### src/rtl/bse_pkg.sv
// ----------------------------------------------------------------------------
// bse_pkg
// Shared types and fixed widths of the bubble sort engine.
// ----------------------------------------------------------------------------
`timescale 1ns / 1ps

package bse_pkg;

  localparam int DATA_W = 32;
  localparam int SWAP_W = 9;
  localparam logic [SWAP_W-1:0] SWAP_MAX = '1;

  // sequencer states
  typedef enum logic [2:0] {
    ST_IDLE,
    ST_RD0,
    ST_LD0,
    ST_CMP,
    ST_PEND,
    ST_EMIT,
    ST_DRAIN
  } bse_state_t;

  // result issue control, asserted in the cycle before the result strobe
  typedef struct packed {
    logic issue;
    logic last;
  } bse_emit_t;

endpackage

### src/rtl/bse_mem.sv
// ----------------------------------------------------------------------------
// bse_mem
// Element store: one write port, one read port with registered read data.
// ----------------------------------------------------------------------------
`timescale 1ns / 1ps

module bse_mem
  import bse_pkg::*;
#(
  parameter int DEPTH = 32,
  parameter int ADDR_W = 5
) (
  input  logic              clk,
  input  logic              we,
  input  logic [ADDR_W-1:0] waddr,
  input  logic [DATA_W-1:0] wdata,
  input  logic              re,
  input  logic [ADDR_W-1:0] raddr,
  output logic [DATA_W-1:0] rdata
);

  logic [DATA_W-1:0] store [DEPTH];

  // write port
  always_ff @(posedge clk) begin
    if (we) begin
      store[waddr] <= wdata;
    end
  end

  // read port, registered read data
  always_ff @(posedge clk) begin
    if (re) begin
      rdata <= store[raddr];
    end
  end

endmodule

### src/rtl/bse_ctrl.sv
// ----------------------------------------------------------------------------
// bse_ctrl
// Load, sort-pass and emit sequencer; carries the bubbling element between
// memory reads and counts swaps.
// ----------------------------------------------------------------------------
`timescale 1ns / 1ps

module bse_ctrl
  import bse_pkg::*;
#(
  parameter int MAX_ELEMENTS = 32
) (
  input  logic                              clk,
  input  logic                              rst,
  input  logic                              start,
  input  logic [DATA_W-1:0]                 value,
  input  logic                              last_in,
  output logic                              busy,
  output logic                              mem_we,
  output logic [$clog2(MAX_ELEMENTS)-1:0]   mem_waddr,
  output logic [DATA_W-1:0]                 mem_wdata,
  output logic                              mem_re,
  output logic [$clog2(MAX_ELEMENTS)-1:0]   mem_raddr,
  input  logic [DATA_W-1:0]                 mem_rdata,
  output bse_emit_t                         emit,
  output logic [SWAP_W-1:0]                 swap_total,
  output logic                              overflow
);

  localparam int IDX_W = $clog2(MAX_ELEMENTS);
  localparam int CNT_W = $clog2(MAX_ELEMENTS + 1);

  bse_state_t        state;
  bse_state_t        state_next;
  logic [CNT_W-1:0]  count;
  logic [IDX_W-1:0]  idx;
  logic [DATA_W-1:0] held;
  logic              pass_swapped;
  logic [SWAP_W-1:0] swap_cnt;
  logic              ovf;

  logic              accept;
  logic              full;
  logic [CNT_W-1:0]  count_after;
  logic [CNT_W-1:0]  last_pos;
  logic              cmp_gt;
  logic              cmp_at_end;
  logic              emit_at_end;

  // status terms
  assign accept      = start && (state == ST_IDLE);
  assign full        = (count == CNT_W'(MAX_ELEMENTS));
  assign count_after = full ? count : count + CNT_W'(1);
  assign last_pos    = count - CNT_W'(1);
  assign cmp_gt      = $signed(held) > $signed(mem_rdata);
  assign cmp_at_end  = (CNT_W'(idx) + CNT_W'(1)) == last_pos;
  assign emit_at_end = CNT_W'(idx) == last_pos;

  assign busy       = (state != ST_IDLE);
  assign swap_total = swap_cnt;
  assign overflow   = ovf;

  // next state
  always_comb begin
    state_next = state;
    case (state)
      ST_IDLE: begin
        if (accept && last_in) begin
          state_next = (count_after >= CNT_W'(2)) ? ST_RD0 : ST_EMIT;
        end
      end
      ST_RD0:  state_next = ST_LD0;
      ST_LD0:  state_next = ST_CMP;
      ST_CMP: begin
        if (cmp_at_end) begin
          state_next = ST_PEND;
        end
      end
      ST_PEND: state_next = pass_swapped ? ST_LD0 : ST_EMIT;
      ST_EMIT: begin
        if (emit_at_end) begin
          state_next = ST_DRAIN;
        end
      end
      ST_DRAIN: state_next = ST_IDLE;
      default:  state_next = ST_IDLE;
    endcase
  end

  // memory accesses and result issue
  always_comb begin
    mem_we     = 1'b0;
    mem_waddr  = idx;
    mem_wdata  = held;
    mem_re     = 1'b0;
    mem_raddr  = idx;
    emit.issue = 1'b0;
    emit.last  = 1'b0;
    case (state)
      ST_IDLE: begin
        mem_we    = accept && !full;
        mem_waddr = count[IDX_W-1:0];
        mem_wdata = value;
      end
      ST_RD0: begin
        mem_re    = 1'b1;
        mem_raddr = '0;
      end
      ST_LD0: begin
        mem_re    = 1'b1;
        mem_raddr = IDX_W'(1);
      end
      ST_CMP: begin
        // the smaller of the pair settles at idx, the larger keeps bubbling
        mem_we    = 1'b1;
        mem_waddr = idx;
        mem_wdata = cmp_gt ? mem_rdata : held;
        mem_re    = !cmp_at_end;
        mem_raddr = idx + IDX_W'(2);
      end
      ST_PEND: begin
        // park the pass maximum at the top, prefetch entry zero
        mem_we    = 1'b1;
        mem_waddr = last_pos[IDX_W-1:0];
        mem_wdata = held;
        mem_re    = 1'b1;
        mem_raddr = '0;
      end
      ST_EMIT: begin
        mem_re     = 1'b1;
        mem_raddr  = idx;
        emit.issue = 1'b1;
        emit.last  = emit_at_end;
      end
      default: begin
      end
    endcase
  end

  // control registers
  always_ff @(posedge clk) begin
    if (rst) begin
      state        <= ST_IDLE;
      count        <= '0;
      idx          <= '0;
      pass_swapped <= 1'b0;
      swap_cnt     <= '0;
      ovf          <= 1'b0;
    end else begin
      state <= state_next;
      case (state)
        ST_IDLE: begin
          if (accept) begin
            idx <= '0;
            if (full) begin
              ovf <= 1'b1;
            end else begin
              count <= count + CNT_W'(1);
            end
          end
        end
        ST_RD0: begin
          pass_swapped <= 1'b0;
          idx          <= '0;
        end
        ST_CMP: begin
          if (cmp_gt) begin
            pass_swapped <= 1'b1;
            if (swap_cnt != SWAP_MAX) begin
              swap_cnt <= swap_cnt + SWAP_W'(1);
            end
          end
          if (!cmp_at_end) begin
            idx <= idx + IDX_W'(1);
          end
        end
        ST_PEND: begin
          pass_swapped <= 1'b0;
          idx          <= '0;
        end
        ST_EMIT: begin
          if (!emit_at_end) begin
            idx <= idx + IDX_W'(1);
          end
        end
        ST_DRAIN: begin
          count    <= '0;
          swap_cnt <= '0;
          ovf      <= 1'b0;
        end
        default: begin
        end
      endcase
    end
  end

  // bubbling element
  always_ff @(posedge clk) begin
    if (state == ST_LD0) begin
      held <= mem_rdata;
    end else if (state == ST_CMP && !cmp_gt) begin
      held <= mem_rdata;
    end
  end

endmodule

### src/rtl/bubble_sort_engine_unit.sv
// Each item is stored as it is taken, so the next item can follow at once; busy stays low between items of a set.
// After the last item of a set of n values, busy goes high for P sort passes
// (P <= n), the last of which makes no swap, then the emit phase; n = 1 skips the passes.
// The sort is bound by the single read and write port of the element store.
// Results come one per cycle once the emit phase has begun, the strobe registered from the read issue.
// Synchronous reset empties the set and clears counts; store contents are kept.
`timescale 1ns / 1ps

// ----------------------------------------------------------------------------
// bubble_sort_engine_unit
// Collects signed values, sorts them ascending by adjacent compare-and-swap
// passes in an on-chip store, and streams the sorted set with its swap count.
// ----------------------------------------------------------------------------
module bubble_sort_engine_unit
  import bse_pkg::*;
#(
  parameter int MAX_ELEMENTS = 32
) (
  input  logic                     clk,
  input  logic                     rst,
  input  logic                     start,
  output logic                     busy,
  input  logic signed [31:0]       value,
  input  logic                     last_in,
  output logic                     result_valid,
  output logic signed [31:0]       sorted_value,
  output logic                     last_out,
  output logic [8:0]               swap_total,
  output logic                     overflow
);

  localparam int IDX_W = $clog2(MAX_ELEMENTS);

  logic              mem_we;
  logic [IDX_W-1:0]  mem_waddr;
  logic [DATA_W-1:0] mem_wdata;
  logic              mem_re;
  logic [IDX_W-1:0]  mem_raddr;
  logic [DATA_W-1:0] mem_rdata;
  bse_emit_t         emit;

  // element store
  bse_mem #(
    .DEPTH  (MAX_ELEMENTS),
    .ADDR_W (IDX_W)
  ) u_mem (
    .clk   (clk),
    .we    (mem_we),
    .waddr (mem_waddr),
    .wdata (mem_wdata),
    .re    (mem_re),
    .raddr (mem_raddr),
    .rdata (mem_rdata)
  );

  // sequencer
  bse_ctrl #(
    .MAX_ELEMENTS (MAX_ELEMENTS)
  ) u_ctrl (
    .clk        (clk),
    .rst        (rst),
    .start      (start),
    .value      (value),
    .last_in    (last_in),
    .busy       (busy),
    .mem_we     (mem_we),
    .mem_waddr  (mem_waddr),
    .mem_wdata  (mem_wdata),
    .mem_re     (mem_re),
    .mem_raddr  (mem_raddr),
    .mem_rdata  (mem_rdata),
    .emit       (emit),
    .swap_total (swap_total),
    .overflow   (overflow)
  );

  // result strobe lines up with the registered read data
  always_ff @(posedge clk) begin
    if (rst) begin
      result_valid <= 1'b0;
    end else begin
      result_valid <= emit.issue;
    end
  end

  always_ff @(posedge clk) begin
    last_out <= emit.last;
  end

  assign sorted_value = mem_rdata;

endmodule

### config.mk
export PLATFORM = sky130hd
export DESIGN_NAME = bubble_sort_engine_unit
export DESIGN_NICKNAME = d
export VERILOG_FILES = /design/src/rtl/bse_pkg.sv /design/src/rtl/bse_mem.sv /design/src/rtl/bse_ctrl.sv /design/src/rtl/bubble_sort_engine_unit.sv
export SDC_FILE = /design/constraint.sdc
export NUM_CORES = 1
export LEC_CHECK = 0
export BUFFER_PORTS_ARGS = -buffer_cell sky130_fd_sc_hd__buf_2
export CAP_MARGIN = 40
export CORE_MARGIN = 3
export CORE_UTILIZATION = 38
export DETAILED_ROUTE_END_ITERATION = 8
export SLEW_MARGIN = 20
export SYNTH_ARGS = -nofsm -noshare
export SYNTH_HDL_FRONTEND = slang
export SYNTH_SLANG_ARGS = --single-unit
export TNS_END_PERCENT = 50
### constraint.sdc
create_clock -name clk -period 4.3 [get_ports clk]
set_input_delay 0.645 -clock clk [delete_from_list [all_inputs] [get_ports clk]]
set_output_delay 0.645 -clock clk [all_outputs]
set_load 0.01 [all_outputs]
# [Word-level counts from Yosys, hierarchy flattened]
# Memories as Yosys holds them, arrays and structs flattened. A register that Yosys moved wholly into a read port is not among the register bits.
# Cells that the tools add are included.
[classes] addsub=6 n_lt_le_gt_ge=2 eq_ne=19 n_mux=32 reduce_logical=23
[ops] operator="two-way mux 32 bit" count=3
[ops] operator="case mux 32 bit (2 select lines)" count=1
[ops] operator="greater-than comparator 32 bit" count=1
[ops] operator="case mux 5 bit (4 select lines)" count=1
[ops] operator="two-way mux 9 bit" count=2
[ops] operator="case mux 3 bit (6 select lines)" count=1
[ops] operator="case mux 9 bit (2 select lines)" count=1
[ops] operator="two-way mux 3 bit" count=5
[ops] operator="two-way mux 5 bit" count=3
[ops] operator="case mux 5 bit (3 select lines)" count=1
[ops] operator="two-way mux 6 bit" count=2
[ops] operator="inequality test 2 x 1 -> 1 bit, second input constant" count=6
[ops] operator="case mux 6 bit (2 select lines)" count=1
[ops] operator="case mux 5 bit (2 select lines)" count=1
[ops] operator="adder 9 x 1 -> 9 bit, second input constant" count=1
[ops] operator="== test 3 bit, second input constant" count=3
[ops] operator="inequality test 9 bit, second input constant" count=1
[ops] operator="AND reduction 3 bit" count=3
[ops] operator="case mux 1 bit (2 select lines)" count=4
[ops] operator="nonzero test 2 bit" count=4
[ops] operator="adder 5 x 1 -> 6 bit, second input constant" count=1
[ops] operator="adder 6 x 1 -> 6 bit, second input constant" count=1
[ops] operator="== test 3 x 2 -> 1 bit, second input constant" count=2
[ops] operator="== test 5 x 6 -> 1 bit" count=1
[ops] operator="19 further kinds" count=32
[word_totals] regBits=59 ram_bits=1024 inputBits=36 out_inout_bits=45 wordCells=92 n_memories=1
[memory_table] memory="u_mem.store" depth=32 width=32 rd=1 rd_clocked_by_memory_dff=1 wr=1 line_no="bse_mem.sv:22" text="logic [DATA_W-1:0] store [DEPTH];"

# [Longest topological paths before layout]
[depth] ltp_word=6 mapped_depth=11 depth_no_buf=9

# [Cells and area by module]
# From an unflattened synthesis, not the netlist that was laid out.
[unflattened] hier_cells=2774 area_unflattened_um2=45324.7
[modules_own_cells] module="bse_mem" n_inst=1 cells_per_inst=2260 area_each_um2=40807.9 seq_area_each_um2=31710.4
[modules_own_cells] module="bse_ctrl" n_inst=1 cells_per_inst=511 area_each_um2=4463.0 seq_area_each_um2=1461.4
[modules_own_cells] module="bubble_sort_engine_unit" n_inst=1 cells_per_inst=3 area_each_um2=53.8 seq_area_each_um2=40.0

# [Worst setup path after synthesis]
# Ideal clock, no wire load.
[synth_path] path_kind="register to register" startpoint="register u_mem.rdata[25], read port of u_mem.store" endpoint="register u_ctrl.held[0], enable pin" setup_time_ns=0.432 arrival_ns=3.599 t_required_ns=3.868 slack_ns=0.269 stages_incl_launch_ff=9 n_path_buf=0 synth_period_minus_slack_ns=4.031 cell_sequence="edfxtp_1 > inv_1 > ha_1 > a21o_1 > a221o_1 > a211oi_1 > o22ai_1 > o31a_1 > a21oi_1"
[synth_via] elab_chain_len=4
[synth_lines] item="start: declaration" line_no="bse_mem.sv:19" text="output logic [DATA_W-1:0] rdata"
[synth_lines] item="greater-than comparator 32 bit" line_no="bse_ctrl.sv:55" text="assign cmp_gt = $signed(held) > $signed(mem_rdata);"
[synth_lines] item="logical NOT 1 bit" line_no="bse_ctrl.sv:201" text="end else if (state == ST_CMP && !cmp_gt) begin"
[synth_lines] item="logical AND 1 bit" line_no="bse_ctrl.sv:201"
[synth_lines] item="nonzero test 2 bit (no source line)"
[synth_lines] item="end signal: assignment" line_no="bse_ctrl.sv:200" text="held <= mem_rdata;"
[synth_lines] item="end signal: assignment" line_no="bse_ctrl.sv:202" text="held <= mem_rdata;"
[synth_lines] item="end: declaration" line_no="bse_ctrl.sv:37" text="logic [DATA_W-1:0] held;"
# No other way between the ends.
# A chain may end at the register's enable or synchronous reset.

# [Final worst setup path]
[layout_path] startpoint="register u_ctrl.count[0]" endpoint="memory u_mem.store[21][12], enable pin"
[layout_via] elab_chain_len=6 word_cells_on_any_way=8 classes_between="1 x add/sub; 1 x eq/ne; 4 x mux; 2 x reduce/logical"
[layout_lines] item="start: declaration" line_no="bse_ctrl.sv:35" text="logic [CNT_W-1:0] count;"
[layout_lines] item="start signal: assignment" line_no="bse_ctrl.sv:158" text="count <= count + CNT_W'(1);"
[layout_lines] item="== test 6 bit" line_no="bse_ctrl.sv:52" text="assign full = (count == CNT_W'(MAX_ELEMENTS));"
[layout_lines] item="logical NOT 1 bit" line_no="bse_ctrl.sv:101" text="mem_we = accept && !full;"
[layout_lines] item="logical AND 1 bit" line_no="bse_ctrl.sv:101"
[layout_lines] item="case mux 1 bit (2 select lines)" line_no="bse_ctrl.sv:99" text="case (state)"
[layout_lines] item="two-way mux 1 bit" line_no="bse_mem.sv:26" text="if (we) begin"
[layout_lines] item="two-way mux 1 bit (implied by the code)" line_no="bse_mem.sv:27" text="store[waddr] <= wdata;"
[layout_lines] item="end: declaration" line_no="bse_mem.sv:22"
# Several ways; a longest one is shown, not always the timed one.

==> results.toml <==
[sta]
hold_viol_final = 0
whs_ps = 360
fin_tns_setup_ps = 0
maxSlewHeadroom_pct = 45.3
tightestPinTransition_ps = 800
fmax_mhz = 267
drv_slew = 0
setup_violations = 0
rsz0062_at_grt = "false"
finalCritPeriodShare_pct = 86.9
layout_min_cycle_time_ps = 3740
fin_skew_ps = 49.8

[logic_synthesis]
yosys.area.top_type = "edfxtp_1"
synth-async-reset-ratio_pct = 0
synthesis.nets = 3462
synth_top_area_share_pct = 72.9
syn_area_per_cell_um2 = 13.2
syn_inst = 3387
ys_types = 64
netlist_area_um2 = 44800
ys_seq_area_share_pct = 74.1
netlist_top_cells_area = "edfxtp_1 (73%), nand2_1 (7.8%), nand3_1 (3.8%)"
synth-edff-count = 1088
ys.flop_type = "edfxtp_1"
yosysWarnings = 0
ys_seq_elements = 1115

[setup_path]
path_max_fanout = 16
reg2reg_slack_ps = 560
path_class = "reg2reg"
crit_family = "simple AND/OR/NAND/NOR gates"
cp_data_arrival_time_ps = 4120
critPathMostFrequentCell = "nand2_1"
worstPathCellList = "inv_1, ha_1, nor3b_1, nand2_1, xor2_1, a21oi_1, nand2_1, nor2_4, buf_12"
slowest_stage = "nor2_4"
cp-startpoint = "u_ctrl.count[0]$_SDFFE_PP0P_"
cp.required_ps = 4680
cp-start-kind = "register"
end_kind = "register"
path_buf_inv = 2
rr_startpoint = "u_ctrl.count[0]$_SDFFE_PP0P_"
slowest_delay_ps = 570
r2r_end = "u_mem.store[21][12]$_DFFE_PP_"
r2r_cells = 9

[grt]
grt_pass1_vias = 27300
grt_use_total_pct = 21.3
antenna_found_initial = 6
grt_pass1_wl_um = 190000
grt_max_degree = 86
globalRouteOverflowTotal = 0

[cells_and_area]
final_util_pct = 45.0
drive_gt1_share_pct = 12.8
layout_common_cells = "edfxtp_1 (1088), nand2_1 (932), nand3_1 (339), nand4_1 (168), clkbuf_16 (114)"
fin_nets = 3623
syn_to_final_growth_pct = 17.2
instances_no_fill = 5165
layout_commonest_cell = "edfxtp_1"

[run]
maxCapViolCount = 0

[detailed_routing]
vias = 29100
ant_nets = 0
drt-pass1-iter-count = 6
avgRoutedWirePerCell_um = 25.7
drc_errors = 0
viasPerCell = 5.63
drtIter0Drc = 3678
wl_um = 133000

[clock_network]
cts_hold_buf = 0
clk_latency_ps = 700
cts_setup_buffers = 0
ctsLongestPathBuffers = 3
htreeDepth = 3
clockRootBuffer = "clkbuf_16"
cts_sinks = 1115
path_clk_slew_ps = 70
cts_resized = 0
cts_tree = "built"
cts_made_buffers = 111

[placement]
dp_hpwl_um = 73200
dp_cells = 4959
numPortBuffers = 80
finalWeightedCongestion = 0.869

[floorplanning]
std_cell_rows = 125
io_pins = 81
coreArea_um2 = 117000
die_w_um = 350
initial_core_util_pct = 38.4
fp.dieH_um = 350
dieArea_um2 = 122000

[min_path]
hold_end = "u_ctrl.count[1]$_SDFFE_PP0P_"
hp-class = "in2reg"
hp-start = "start"
min_path_cells = 3

[power]
ir_drop_mv = 0.433
p_leak_uw = 0.0175
cellPowerDensity_nw_per_um2 = 669

[outcome]
status = "finished clean"
[worst max-delay path by stage]
stage / endpoint / slack, ps / cells past startpoint
final: u_mem.store[21][12]$_DFFE_PP_ / 560 / 9
after global placement: u_mem.store[21][18]$_DFFE_PP_ / 610 / 9
after CTS: u_mem.store[21][5]$_DFFE_PP_ / 640 / 9
after global routing: u_mem.store[21][12]$_DFFE_PP_ / 290 / 9
after floorplan: u_ctrl.held[0]$_DFFE_PP_ / 270 / 8
after detailed placement: u_mem.store[21][17]$_DFFE_PP_ / 580 / 9
[area by class of cell]
| cell class | instances | area (um2) |
|---|---|---|
| multi-input combinational | 2020 | 11000 |
| inverter | 40 | 150 |
| tap | 1524 | 1910 |
| clock buffer | 135 | 2930 |
| timing repair buffer | 260 | 2780 |
| fill | 10400 | 64100 |
| clock inverter | 68 | 566 |
| antenna | 3 | 7.51 |
| sequential | 1115 | 33200 |
[sequential cells by signal, indices dropped and copies added (netlist names)]
signal / cells
last_out: 1
u_ctrl.swap_total: 9
u_mem.rdata: 32
u_ctrl.pass_swapped: 1
u_ctrl.held: 32
u_ctrl.count: 6
u_mem.store: 1024
u_ctrl.idx: 5
u_ctrl.overflow: 1
result_valid: 1
u_ctrl.state: 3
[tightest hold or removal path: cells and delay by family]
kind / cells / cell delay [ps]
AND/OR/NAND/NOR: 1 / 100
AO/OA/AOI/OAI: 1 / 60
buffers and inverters: 1 / 160
[per-stage QoR]
step           setup slack (ps)  area [um2]  total power [uW]
2_1_floorplan               269       44800             20800
3_3_place_gp                613       49000             25800
3_5_place_dp                579       49000             25900
4_1_cts                     636       52500             35300
5_1_grt                     289       52500             36600
6_report                    561       52500             35200
[cell usage after synthesis, drive strengths merged (3+ instances only)]
cell type and number:
nand2 933, mux2i 72, or3 8, nor3b 3
o21ai 17, nand3 339, and3 7, nor3 11
nor2b 5, and2 38, a21oi 45, nand4 168
clkbuf 183, edfxtp 1088, a32oi 65, and4 5
o21a 3, buf 29, nand2b 13, o31ai 6
a221o 34, a21o 7, a31oi 68, dfxtp 27
nor2 74, ha 39, xnor2 8, xor2 7
or2 3, inv 40, o311ai 3
[power breakdown]
part / internal (uW) / leakage (uW) / total, uW / switching [uW]
Clock: 5300 / 0.00169 / 9360 / 4060
Sequential: 15400 / 0.0101 / 15900 / 500
Combinational: 2950 / 0.00578 / 9910 / 6960
[cells by family (layout without fill, tap and decap cells)]
family	Yosys count	count (layout)	share of synthesized area [%]
buf+inv	252	503	2.19
xor+xnor	16	16	0.343
other cells	0	3	0
flops	1115	1115	74.1
compound gates	278	278	4.69
fa+ha+maj	39	39	1.09
mux	72	72	1.61
simple gates	1615	1615	16.0
[routing by layer]
metal / global-route usage (%) / share of wire (%) / up-vias
met4: 5.72 / 2.5 / 6
met5: 0 / 0.029 / -
met1: 30.7 / 42 / 14500
li1: - / - / 12900
met2: 32.2 / 45 / 1375
met3: 5.24 / 11 / 219
Note: power is estimated with default switching activity, not from simulation.
